<file path="src/westwood_bandwidth_estimator_core_macros.svh">
// ----------------------------------------------------------------------------
// Assertion macros for the bandwidth estimator
// Concurrent checks on clk, disabled during rst; empty in synthesis builds.
// ----------------------------------------------------------------------------
`ifndef WESTWOOD_BANDWIDTH_ESTIMATOR_CORE_MACROS_SVH
`define WESTWOOD_BANDWIDTH_ESTIMATOR_CORE_MACROS_SVH

`ifndef SYNTHESIS
`define WBE_ASSERT_IMP(label, ante, cons) \
  label: assert property (@(posedge clk) disable iff (rst) (ante) |-> (cons)) \
    else $error("wbe assertion failed");
`define WBE_ASSERT_NXT(label, ante, cons) \
  label: assert property (@(posedge clk) disable iff (rst) (ante) |=> (cons)) \
    else $error("wbe assertion failed");
`else
`define WBE_ASSERT_IMP(label, ante, cons)
`define WBE_ASSERT_NXT(label, ante, cons)
`endif

`endif

</file>
<file path="src/wbe_pkg.sv">
// ----------------------------------------------------------------------------
// Bandwidth estimator package
// Field widths, register indexes and the divider status bundle.
// ----------------------------------------------------------------------------
package wbe_pkg;

  localparam int TIME_BITS_DEFAULT  = 48;
  localparam int COUNT_BITS_DEFAULT = 48;

  localparam int ACK_BITS  = 24;
  localparam int NOW_BITS  = 48;
  localparam int SRTT_BITS = 32;
  localparam int OUT_BITS  = 48;
  localparam int CFG_BITS  = 32;
  localparam int ADDR_BITS = 3;

  localparam int IN_TDATA_BITS  = 104;
  localparam int OUT_TDATA_BITS = 48;

  // register select is byte address bit 2
  localparam int   REG_SEL_BIT    = 2;
  localparam logic REG_IDX_FLOOR  = 1'b0;
  localparam logic REG_IDX_TICKS  = 1'b1;

  localparam logic [CFG_BITS-1:0] TICKS_RESET = 32'd1000;

  typedef struct packed {
    logic busy;
    logic done;
  } div_status_t;

endpackage

</file>
<file path="src/wbe_divider.sv">
// ----------------------------------------------------------------------------
// Iterative restoring divider
// One quotient bit per cycle; done pulses when the last quotient bit is registered.
// ----------------------------------------------------------------------------
module wbe_divider #(
  parameter int WIDTH = 48
) (
  input  logic                clk,
  input  logic                rst,
  input  logic                start,
  input  logic [WIDTH-1:0]    dividend,
  input  logic [WIDTH-1:0]    divisor,
  output logic [WIDTH-1:0]    quotient,
  output logic [WIDTH-1:0]    remainder,
  output wbe_pkg::div_status_t status
);
  import wbe_pkg::*;

  `include "westwood_bandwidth_estimator_core_macros.svh"

  localparam int CW = $clog2(WIDTH + 1);

  logic [WIDTH-1:0] quot;
  logic [WIDTH-1:0] rem;
  logic [WIDTH-1:0] dsr;
  logic [CW-1:0]    count;
  logic             busy;
  logic             done;

  logic [WIDTH:0]   shifted;
  logic [WIDTH:0]   diff;
  logic             ge;

  always_comb begin
    shifted = {rem, quot[WIDTH-1]};
    ge      = shifted >= {1'b0, dsr};
    diff    = shifted - {1'b0, dsr};
  end

  always_ff @(posedge clk) begin
    if (rst) begin
      busy  <= 1'b0;
      done  <= 1'b0;
      count <= '0;
    end else begin
      done <= 1'b0;
      if (start) begin
        busy  <= 1'b1;
        count <= CW'(WIDTH);
      end else if (busy) begin
        count <= count - 1'b1;
        if (count == CW'(1)) begin
          busy <= 1'b0;
          done <= 1'b1;
        end
      end
    end
  end

  always_ff @(posedge clk) begin
    if (start) begin
      quot <= dividend;
      rem  <= '0;
      dsr  <= divisor;
    end else if (busy) begin
      quot <= {quot[WIDTH-2:0], ge};
      rem  <= ge ? diff[WIDTH-1:0] : shifted[WIDTH-1:0];
    end
  end

  assign quotient    = quot;
  assign remainder   = rem;
  assign status.busy = busy;
  assign status.done = done;

  `WBE_ASSERT_NXT(a_start_busy, start, busy)
  `WBE_ASSERT_IMP(a_busy_count, busy, count != '0)
  `WBE_ASSERT_IMP(a_rem_below_divisor, done && (dsr != '0), rem < dsr)

endmodule

</file>
<file path="src/westwood_bandwidth_estimator_core.sv">
// ----------------------------------------------------------------------------
// Westwood+ bandwidth estimator core
// Per-ack sample timing, rate division and two cascaded 7/8 filters.
// ----------------------------------------------------------------------------
// One ack event per input transfer; exactly one output transfer per event.
// Processing is sequential: s_axis_tready is high only when the core is idle.
// An event that closes a sample sends its time to the shared bit-serial divider,
// which is DW bits wide, where DW is the larger of TIME_BITS and COUNT_BITS.
// The divider first turns elapsed ticks into coarse units and then divides
// the sample bytes by that count. Other events skip the divider. The next
// input transfer can be taken in the cycle after the result is registered.
// The output register lets the next event enter while a result waits for
// m_axis_tready.
module westwood_bandwidth_estimator_core #(
  parameter int TIME_BITS  = wbe_pkg::TIME_BITS_DEFAULT,
  parameter int COUNT_BITS = wbe_pkg::COUNT_BITS_DEFAULT
) (
  input  logic                                clk,
  input  logic                                rst,
  // ack_bytes[23:0], now_time[71:24], smoothed_rtt[103:72]
  input  logic [wbe_pkg::IN_TDATA_BITS-1:0]   s_axis_tdata,
  input  logic                                s_axis_tvalid,
  output logic                                s_axis_tready,
  // bandwidth_estimate[47:0]
  output logic [wbe_pkg::OUT_TDATA_BITS-1:0]  m_axis_tdata,
  // sample_taken[0]
  output logic                                m_axis_tuser,
  output logic                                m_axis_tvalid,
  input  logic                                m_axis_tready,
  input  logic                                psel,
  input  logic                                penable,
  input  logic                                pwrite,
  input  logic [wbe_pkg::ADDR_BITS-1:0]       paddr,
  input  logic [wbe_pkg::CFG_BITS-1:0]        pwdata,
  output logic [wbe_pkg::CFG_BITS-1:0]        prdata,
  output logic                                pready
);
  import wbe_pkg::*;

  `include "westwood_bandwidth_estimator_core_macros.svh"

  localparam int T  = TIME_BITS;
  localparam int C  = COUNT_BITS;
  localparam int DW = (TIME_BITS > COUNT_BITS) ? TIME_BITS : COUNT_BITS;

  localparam logic [3:0] S_IDLE      = 4'd0;
  localparam logic [3:0] S_CHECK     = 4'd1;
  localparam logic [3:0] S_DIVA_GO   = 4'd2;
  localparam logic [3:0] S_DIVA_WAIT = 4'd3;
  localparam logic [3:0] S_ROUND     = 4'd4;
  localparam logic [3:0] S_DIVB_GO   = 4'd5;
  localparam logic [3:0] S_DIVB_WAIT = 4'd6;
  localparam logic [3:0] S_FILT1     = 4'd7;
  localparam logic [3:0] S_FILT2     = 4'd8;
  localparam logic [3:0] S_ADD       = 4'd9;
  localparam logic [3:0] S_OUT       = 4'd10;

  // configuration
  logic [CFG_BITS-1:0] sample_floor_ticks;
  logic [CFG_BITS-1:0] ticks_per_unit;

  // estimator state
  logic         awaiting_first_ack;
  logic         awaiting_first_sample;
  logic [T-1:0] sample_start;
  logic [C-1:0] sample_bytes;
  logic [C-1:0] rate_less_smoothed;
  logic [C-1:0] rate_smoothed;

  // per-event working registers
  logic [3:0]           state;
  logic [ACK_BITS-1:0]  in_bytes;
  logic [T-1:0]         in_now;
  logic [SRTT_BITS-1:0] in_srtt;
  logic [T-1:0]         divisor_b;
  logic [C-1:0]         rate;
  logic                 taken;

  logic [OUT_BITS-1:0]  out_estimate;
  logic                 out_taken;
  logic                 out_valid;

  // shared divider
  logic                 div_start;
  logic [DW-1:0]        div_dividend;
  logic [DW-1:0]        div_divisor;
  logic [DW-1:0]        div_quotient;
  logic [DW-1:0]        div_remainder;
  div_status_t          div_status;

  logic [T-1:0]         elapsed;
  logic [SRTT_BITS-1:0] min_period;
  logic                 close_sample;
  logic [CFG_BITS-1:0]  t_eff;
  logic [CFG_BITS:0]    twice_r;
  logic                 round_up;
  logic [T-1:0]         q_round;
  logic [C:0]           bytes_sum;
  logic                 cfg_write;
  logic                 in_xfer;
  logic                 out_free;

  function automatic logic [C-1:0] filter78(input logic [C-1:0] prev,
                                            input logic [C-1:0] x);
    logic [C-1:0] pq;
    logic [C-1:0] xq;
    logic [C-1:0] pq7;
    logic [5:0]   low;
    pq  = prev >> 3;
    xq  = x >> 3;
    pq7 = {prev[C-1:3], 3'b000} - pq;
    low = {prev[2:0], 3'b000} - {3'b000, prev[2:0]} + {3'b000, x[2:0]};
    return pq7 + xq + C'(low[5:3]);
  endfunction

  // ------------------------------------------------------------------
  // configuration port
  // ------------------------------------------------------------------
  assign pready    = 1'b1;
  assign cfg_write = psel && penable && pwrite && pready;

  always_ff @(posedge clk) begin
    if (rst) begin
      sample_floor_ticks <= '0;
      ticks_per_unit     <= TICKS_RESET;
    end else if (cfg_write) begin
      unique case (paddr[REG_SEL_BIT])
        REG_IDX_FLOOR: sample_floor_ticks <= pwdata;
        REG_IDX_TICKS: ticks_per_unit     <= pwdata;
      endcase
    end
  end

  always_comb begin
    unique case (paddr[REG_SEL_BIT])
      REG_IDX_FLOOR: prdata = sample_floor_ticks;
      REG_IDX_TICKS: prdata = ticks_per_unit;
    endcase
  end

  // ------------------------------------------------------------------
  // datapath helpers
  // ------------------------------------------------------------------
  assign s_axis_tready = (state == S_IDLE);
  assign in_xfer       = s_axis_tvalid && s_axis_tready;
  assign out_free      = !out_valid || m_axis_tready;

  always_comb begin
    elapsed      = in_now - sample_start;
    min_period   = (in_srtt > sample_floor_ticks) ? in_srtt : sample_floor_ticks;
    close_sample = (in_srtt != '0) && (elapsed > T'(min_period));
    t_eff        = (ticks_per_unit == '0) ? CFG_BITS'(1) : ticks_per_unit;
    // round half to even: compare twice the remainder against the divisor
    twice_r      = {div_remainder[CFG_BITS-1:0], 1'b0};
    round_up     = (twice_r > {1'b0, t_eff}) ||
                   ((twice_r == {1'b0, t_eff}) && div_quotient[0]);
    q_round      = div_quotient[T-1:0] + T'(round_up);
    bytes_sum    = {1'b0, sample_bytes} + (C+1)'(in_bytes);
  end

  assign div_start    = (state == S_DIVA_GO) || (state == S_DIVB_GO);
  assign div_dividend = (state == S_DIVB_GO) ? DW'(sample_bytes) : DW'(elapsed);
  assign div_divisor  = (state == S_DIVB_GO) ? DW'(divisor_b) : DW'(t_eff);

  wbe_divider #(
    .WIDTH(DW)
  ) u_div (
    .clk       (clk),
    .rst       (rst),
    .start     (div_start),
    .dividend  (div_dividend),
    .divisor   (div_divisor),
    .quotient  (div_quotient),
    .remainder (div_remainder),
    .status    (div_status)
  );

  // ------------------------------------------------------------------
  // sequencer
  // ------------------------------------------------------------------
  always_ff @(posedge clk) begin
    if (rst) begin
      state                 <= S_IDLE;
      awaiting_first_ack    <= 1'b1;
      awaiting_first_sample <= 1'b1;
      sample_start          <= '0;
      sample_bytes          <= '0;
      rate_less_smoothed    <= '0;
      rate_smoothed         <= '0;
      out_valid             <= 1'b0;
    end else begin
      if (state == S_OUT && out_free) begin
        out_valid <= 1'b1;
      end else if (out_valid && m_axis_tready) begin
        out_valid <= 1'b0;
      end
      unique case (state)
        S_IDLE: begin
          if (in_xfer) begin
            state <= S_CHECK;
          end
        end
        S_CHECK: begin
          if (awaiting_first_ack) begin
            awaiting_first_ack <= 1'b0;
            sample_start       <= in_now;
            state              <= S_ADD;
          end else if (close_sample) begin
            state <= S_DIVA_GO;
          end else begin
            state <= S_ADD;
          end
        end
        S_DIVA_GO:   state <= S_DIVA_WAIT;
        S_DIVA_WAIT: begin
          if (div_status.done) begin
            state <= S_ROUND;
          end
        end
        S_ROUND:     state <= S_DIVB_GO;
        S_DIVB_GO:   state <= S_DIVB_WAIT;
        S_DIVB_WAIT: begin
          if (div_status.done) begin
            state <= S_FILT1;
          end
        end
        S_FILT1: begin
          rate_less_smoothed <= awaiting_first_sample ? rate
                                                      : filter78(rate_less_smoothed, rate);
          state <= S_FILT2;
        end
        S_FILT2: begin
          rate_smoothed <= awaiting_first_sample ? rate
                                                 : filter78(rate_smoothed, rate_less_smoothed);
          awaiting_first_sample <= 1'b0;
          sample_bytes          <= '0;
          sample_start          <= in_now;
          state                 <= S_ADD;
        end
        S_ADD: begin
          // saturate the open sample's byte count
          sample_bytes <= bytes_sum[C] ? {C{1'b1}} : bytes_sum[C-1:0];
          state        <= S_OUT;
        end
        S_OUT: begin
          if (out_free) begin
            state <= S_IDLE;
          end
        end
        default: state <= S_IDLE;
      endcase
    end
  end

  // payload registers
  always_ff @(posedge clk) begin
    if (in_xfer) begin
      in_bytes <= s_axis_tdata[ACK_BITS-1:0];
      in_now   <= T'(s_axis_tdata[ACK_BITS+NOW_BITS-1:ACK_BITS]);
      in_srtt  <= s_axis_tdata[ACK_BITS+NOW_BITS+SRTT_BITS-1:ACK_BITS+NOW_BITS];
      taken    <= 1'b0;
    end else if (state == S_FILT2) begin
      taken <= 1'b1;
    end
    if (state == S_ROUND) begin
      divisor_b <= (q_round == '0) ? T'(1) : q_round;
    end
    if (state == S_DIVB_WAIT && div_status.done) begin
      rate <= div_quotient[C-1:0];
    end
    if (state == S_OUT && out_free) begin
      out_estimate <= OUT_BITS'(rate_smoothed);
      out_taken    <= taken;
    end
  end

  assign m_axis_tdata  = out_estimate;
  assign m_axis_tuser  = out_taken;
  assign m_axis_tvalid = out_valid;

  `WBE_ASSERT_IMP(a_busy_not_ready, state != S_IDLE, !s_axis_tready)
  `WBE_ASSERT_IMP(a_taken_after_seed, m_axis_tvalid && m_axis_tuser, !awaiting_first_sample)
  `WBE_ASSERT_IMP(a_rate_divisor_nonzero, state == S_DIVB_GO, divisor_b != '0)
  `WBE_ASSERT_IMP(a_div_idle_at_entry, state == S_DIVA_GO || state == S_DIVB_GO, !div_status.busy)

endmodule

</file>
<file path="config.mk">
export PLATFORM = sky130hd
export DESIGN_NAME = westwood_bandwidth_estimator_core
export DESIGN_NICKNAME = d
export VERILOG_FILES = /design/src/wbe_pkg.sv /design/src/wbe_divider.sv /design/src/westwood_bandwidth_estimator_core.sv
export VERILOG_INCLUDE_DIRS = /design/src /design/src/src
export SDC_FILE = /design/constraint.sdc
export NUM_CORES = 2
export LEC_CHECK = 0
export BUFFER_PORTS_ARGS = -buffer_cell sky130_fd_sc_hd__buf_2
export CAP_MARGIN = 20
export CORE_AREA = 2 2 365 277
export DETAILED_ROUTE_END_ITERATION = 16
export DIE_AREA = 0 0 367 279
export PLACE_DENSITY = 0.69
export SYNTH_ARGS = -nofsm -noshare
export SYNTH_HDL_FRONTEND = slang
export SYNTH_HIERARCHICAL = 1
export SYNTH_SLANG_ARGS = --single-unit
export TNS_END_PERCENT = 100
</file>
<file path="constraint.sdc">
create_clock -name clk -period 16.3 [get_ports clk]
set_clock_uncertainty 0.15 [all_clocks]
set_input_delay 0.815 -clock clk [delete_from_list [all_inputs] [get_ports clk]]
set_output_delay 0.815 -clock clk [all_outputs]
set_load 0.005 [all_outputs]
</file>
After elaboration in Yosys (flattened, before gate mapping)
Cells that the tools add are included.
{"block": "totals", "reg_bits": 665}
{"block": "op_classes", "add_sub_neg": 15, "n_lt_le_gt_ge": 4, "eq_ne": 17, "muxes": 29, "n_bitwise": 2, "n_reduce_logical": 26}
{"cell": "$mux 48", "count": 8}
{"cell": "$pmux 48 s2", "count": 2}
{"cell": "$add 48x3->48", "count": 2}
{"cell": "$add 48x45->48", "count": 2}
{"cell": "$mux 32", "count": 3}
{"cell": "$sub 48x45->48", "count": 2}
{"cell": "$sub 48x48->48", "count": 2}
{"cell": "$pmux 32 s2", "count": 1}
{"cell": "$add 48x24->49", "count": 1}
{"cell": "$ge 49x48->1", "count": 1}
{"cell": "$add 48x1->48", "count": 1}
{"cell": "$gt 48x32->1", "count": 1}
{"cell": "$logic_not 48->1", "count": 1}
{"cell": "$pmux 4 s11", "count": 1}
{"cell": "$eq 33x32->1", "count": 1}
{"cell": "$gt 33x32->1", "count": 1}
{"cell": "$gt 32x32->1", "count": 1}
{"cell": "$logic_not 32->1", "count": 1}
{"cell": "$reduce_bool 32->1", "count": 1}
{"cell": "$mux 4", "count": 6}
{"cell": "$eq 4x3->1 const B", "count": 4}
{"cell": "$add 6x3->6", "count": 2}
{"cell": "$eq 4x4->1 const B", "count": 3}
{"cell": "$mux 6", "count": 2}
{"cell": "18 further kinds", "count": 43}

Longest topological paths before layout
{"block": "depth", "ltp_word": 7, "mapped_depth": 27}

Hierarchy
Netlist, hierarchy kept.
{"mod": "westwood_bandwidth_estimator_core", "n_inst": 1, "cells_per_inst": 4064, "area_each_um2": 35054.9, "seq_area_each_um2": 12762.2}
{"mod": "wbe_divider", "n_inst": 1, "cells_per_inst": 934, "area_each_um2": 9121.2, "seq_area_each_um2": 4003.8}

Least setup slack after synthesis
OpenSTA, ideal clock, no wires.
{"block": "synth_path", "path_type": "register -> register", "start": "register state[0]", "end": "register u_div.quot[0] (netlist: u_div/quotient[0]) (enable)", "arrival_time_ns": 4.993, "setup_slack_ns": 10.755, "path_stages_with_launch": 9, "n_path_buf": 3, "period_less_slack_ns": 5.545, "path_cell_list": "dfxtp_1 -> clkbuf_1 -> clkbuf_1 -> nand2b_1 -> or2_2 -> a21oi_1 -> clkbuf_1 -> nor2_1 -> inv_1"}
{"block": "synth_between", "elab_chain_cells": 3}
{"element": "start, declared", "line": "westwood_bandwidth_estimator_core.sv:71", "text": "logic [3:0] state;"}
{"element": "start signal, assigned", "line": "westwood_bandwidth_estimator_core.sv:183", "text": "state <= S_IDLE;"}
{"element": "start signal, assigned", "line": "westwood_bandwidth_estimator_core.sv:200", "text": "state <= S_CHECK;"}
{"element": "start signal, assigned", "line": "westwood_bandwidth_estimator_core.sv:207", "text": "state <= S_ADD;"}
{"element": "$eq 4x2->1 / $eq 4x3->1 (equally long branches)", "line": "westwood_bandwidth_estimator_core.sv:161", "text": "assign div_start = (state == S_DIVA_GO) || (state == S_DIVB_GO);"}
{"element": "$logic_or 1x1->1 (*)", "line": "westwood_bandwidth_estimator_core.sv:161"}
{"element": "net div_start", "line": "westwood_bandwidth_estimator_core.sv:84", "text": "logic div_start;"}
{"element": "$reduce_bool 2->1 (no source line) (*)"}
{"element": "end signal, assigned", "line": "wbe_divider.sv:62", "text": "quot <= dividend;"}
{"element": "end signal, assigned", "line": "wbe_divider.sv:66", "text": "quot <= {quot[WIDTH-2:0], ge};"}
{"element": "end, declared", "line": "wbe_divider.sv:23", "text": "logic [WIDTH-1:0] quot;"}
The timed path passes the listed nets; every way through them passes the cells marked *.
A chain may end at the register's enable or synchronous reset.

Worst setup path in the final report
{"block": "layout_path", "start": "register sample_floor_ticks[1]", "end": "register state[1]"}
{"block": "layout_between", "elab_chain_cells": 7}
{"element": "start, declared", "line": "westwood_bandwidth_estimator_core.sv:59", "text": "logic [CFG_BITS-1:0] sample_floor_ticks;"}
{"element": "start signal, assigned", "line": "westwood_bandwidth_estimator_core.sv:128", "text": "REG_IDX_FLOOR: sample_floor_ticks <= pwdata;"}
{"element": "$gt 32x32->1", "line": "westwood_bandwidth_estimator_core.sv:150", "text": "min_period = (in_srtt > sample_floor_ticks) ? in_srtt : sample_floor_ticks;"}
{"element": "$mux 32 (*)", "line": "westwood_bandwidth_estimator_core.sv:150"}
{"element": "$gt 48x32->1 (*)", "line": "westwood_bandwidth_estimator_core.sv:151", "text": "close_sample = (in_srtt != '0) && (elapsed > T'(min_period));"}
{"element": "$logic_and 1x1->1 (*)", "line": "westwood_bandwidth_estimator_core.sv:151"}
{"element": "$mux 4 (*)", "line": "westwood_bandwidth_estimator_core.sv:208", "text": "end else if (close_sample) begin"}
{"element": "$mux 4 (*)", "line": "westwood_bandwidth_estimator_core.sv:204", "text": "if (awaiting_first_ack) begin"}
{"element": "$pmux 4 s11 (*)", "line": "westwood_bandwidth_estimator_core.sv:197", "text": "unique case (state)"}
{"element": "end signal, assigned", "line": "westwood_bandwidth_estimator_core.sv:200"}
{"element": "end signal, assigned", "line": "westwood_bandwidth_estimator_core.sv:207"}
{"element": "end signal, assigned", "line": "westwood_bandwidth_estimator_core.sv:209", "text": "state <= S_DIVA_GO;"}
Every way passes the cells marked *; elsewhere a longest branch is shown, timed or not.

==> impl_summary.log <==
[metrics] total routing resource utilization after global routing: 0.2400
[metrics] setup TNS: 0 ns
[metrics] classification of the worst-slack hold path: in -> reg
[metrics] kind of capture point of the worst setup path: register
[metrics] starting density of the core: 0.4480
[metrics] count of buffer and inverter cells on the critical path: 2
[metrics] number of warnings printed during yosys synthesis: 6
[metrics] number of buffers on the longest clock path: 3
[metrics] register area: 16770 um2
[metrics] HPWL after detailed placement: 95050 um
[metrics] syn avg cell area: 8.839 um2
[metrics] TritonCTS buffer count: 73
[metrics] delay contributed by the slowest stage of the critical path: 0.45 ns
[metrics] DRC errors left: 0
[metrics] global-route wire length before repair: 195300 um
[metrics] area of the multi-input gates: 24620 um2
[metrics] die footprint: 102400 um2
[metrics] first drt pass iteration count: 6
[metrics] number of standard cells after synthesis: 4997
[metrics] boundary pin count: 230
[metrics] layout cell share with drive strength beyond 1: 0.1003
[metrics] worst-path maximum fanout: 32
[metrics] total of buffers placed on input and output ports: 226
[metrics] transition time at the pin with the least slew margin: 1.081 ns
[metrics] Tmin final: 5.963 ns
[metrics] status: completed
[metrics] remaining global-route overflow: 0
[metrics] H-tree lvl count: 3
[metrics] average detailed-routed wire length per instance: 19.43 um
[metrics] VDD IR max: 0.0001721 V
[metrics] unrepaired setup endpoints after global routing: no
[metrics] Leak: 0.02008 uW
[metrics] worst rel slew slack: 0.2777
[metrics] post-synthesis to final-layout area growth: 10.73%
[metrics] final non-filler cell area: 48910 um2
[metrics] buffers inserted by post-CTS timing repair: 0
[metrics] total via count after detailed routing: 36940
[metrics] clock slew at reported path FFs: 0.06 ns
[metrics] Cell Area, Synth: 44170 um2
[metrics] Chip Width: 367 um
[metrics] first-iteration detailed-routing DRC count: 3782
[metrics] startpoint class of the critical path: register
[metrics] number of global-route vias before repair: 33960
[metrics] slowest stage cell on the critical path: sky130_fd_sc_hd__buf_4
[metrics] antenna violations before repair: 2
[metrics] number of nets in the synthesized netlist: 5554
[metrics] fill cell instance count of the final layout: 9252
[metrics] final worst slack: 10.34 ns
[metrics] number of cells upsized or downsized after cts: 0
[metrics] count of maximum capacitance violations: 0
[metrics] overall power of the completed layout: 9719 uW
[metrics] final WL: 126300 um
[metrics] start-to-end type of the worst setup path: reg -> reg
[metrics] final hold violation count: 0
[metrics] Die Span Y: 279 um
[metrics] GPL Wtd Cong: 0.9618
[metrics] root buffer cell: sky130_fd_sc_hd__clkbuf_16
[metrics] TritonCTS clock tree: yes
[metrics] Tcrit/Tclk final: 0.3658
[metrics] clock sink total: 665
[metrics] clk_lat worst skew: 0.65 ns
[metrics] Peak Freq: 167.7 MHz
[metrics] Pwr per Cell Area: 198.7 nW/um2
[metrics] largest net degree at the start of global routing: 149
[metrics] number of slew-limit violations in the final report: 0
[metrics] Std-Cell Rows: 100
[metrics] critical path's top delay family: compound AO/OA/AOI/OAI gates
[metrics] total core area: 98590 um2
[metrics] DRT antenna net count: 0
[metrics] placed instance area: 46410 um2
[metrics] arrival time reported for the critical path endpoint: 6.30 ns
[metrics] post-placement setup slack: 10.46 ns
[metrics] via-per-instance ratio: 5.682
[metrics] data required time of the worst path: 16.64 ns
[metrics] number of nets in the final layout: 5669
[metrics] count of final setup violators: 0
[metrics] Hold Buf Count CTS: 0
-- per-layer routing --
metal	share of wire	up-vias	GRT usage
met3	0.075	193	0.03155
met4	0.025	0	0.06274
li1	-	17870	-
met2	0.43	1409	0.3612
met5	0	-	0
met1	0.47	17460	0.3608
-- flip-flops by register name (all words and copies together) (netlist names), 4 cells and up --
signal,count
u_div/count,6
sample_floor_ticks,32
m_axis_tdata,48
rate_smoothed,48
in_now,48
u_div/quotient,48
u_div/remainder,48
rate,48
in_srtt,32
sample_bytes,48
divisor_b,48
sample_start,48
state,4
rate_less_smoothed,48
in_bytes,24
ticks_per_unit,32
u_div/dsr,48
-- layout by cell type (no fill, tap or decap), types with 42 or more instances in the layout --
| cell type | n |
|---|---|
| sky130_fd_sc_hd__ha_1 | 318 |
| sky130_fd_sc_hd__dfxtp_1 | 318 |
| sky130_fd_sc_hd__nor2_1 | 298 |
| sky130_fd_sc_hd__nand4_1 | 75 |
| sky130_fd_sc_hd__inv_1 | 532 |
| sky130_fd_sc_hd__fa_1 | 93 |
| sky130_fd_sc_hd__xor2_1 | 87 |
| sky130_fd_sc_hd__mux2_2 | 67 |
| sky130_fd_sc_hd__mux2i_1 | 45 |
| sky130_fd_sc_hd__nand2_1 | 638 |
| sky130_fd_sc_hd__clkbuf_16 | 75 |
| sky130_fd_sc_hd__a21oi_1 | 431 |
| sky130_fd_sc_hd__o211ai_1 | 42 |
| sky130_fd_sc_hd__a211oi_1 | 78 |
| sky130_fd_sc_hd__xnor2_1 | 144 |
| sky130_fd_sc_hd__buf_2 | 225 |
| sky130_fd_sc_hd__nand2b_1 | 58 |
| sky130_fd_sc_hd__edfxtp_1 | 345 |
| sky130_fd_sc_hd__and3_1 | 68 |
| sky130_fd_sc_hd__a21o_1 | 140 |
| sky130_fd_sc_hd__a31oi_1 | 55 |
| sky130_fd_sc_hd__nor3_1 | 71 |
| sky130_fd_sc_hd__nand3_1 | 91 |
| sky130_fd_sc_hd__o21ai_0 | 296 |
-- power breakdown --
part           internal [uW]  switching [uW]
clock network            998             735
logic                   2080            3270
registers               2210             424
total                   5290            4430
-- final timing paths --
| path | start | to | slack (ns) | cells after the start |
|---|---|---|---|---|
| max | sample_floor_ticks[1] | state[1] | 10.34 | 25 |
| min | s_axis_tdata[98] | in_srtt[26] | 0.19 | 1 |
| max reg2reg | sample_floor_ticks[1] | state[1] | 10.34 | 25 |
| min reg2reg | rate_smoothed[2] | m_axis_tdata[2] | 0.29 | 0 |
-- stage by stage --
| stage | util | cells | hold WS, ns |
|---|---|---|---|
| after floorplan | - | 4997 | 0.2582 |
| after global placement | 0.4708 | 6362 | 0.2647 |
| after detailed placement | 0.4708 | 6362 | 0.2753 |
| after CTS | 0.4959 | 6497 | 0.1611 |
| after global routing | 0.4960 | 6500 | 0.1771 |
| final | 0.4960 | 6501 | 0.1931 |
-- layout make-up --
cell class	count	area share
Multi-Input combinational cell	3583	0.5033
Sequential cell	665	0.3429
Inverter	533	0.04091
Clock buffer	88	0.04014
Tap cell	1326	0.03392
Timing Repair Buffer	256	0.02812
Clock inverter	47	0.01049
Antenna cell	3	0.0001535
Power figures use the tool's default switching activity.
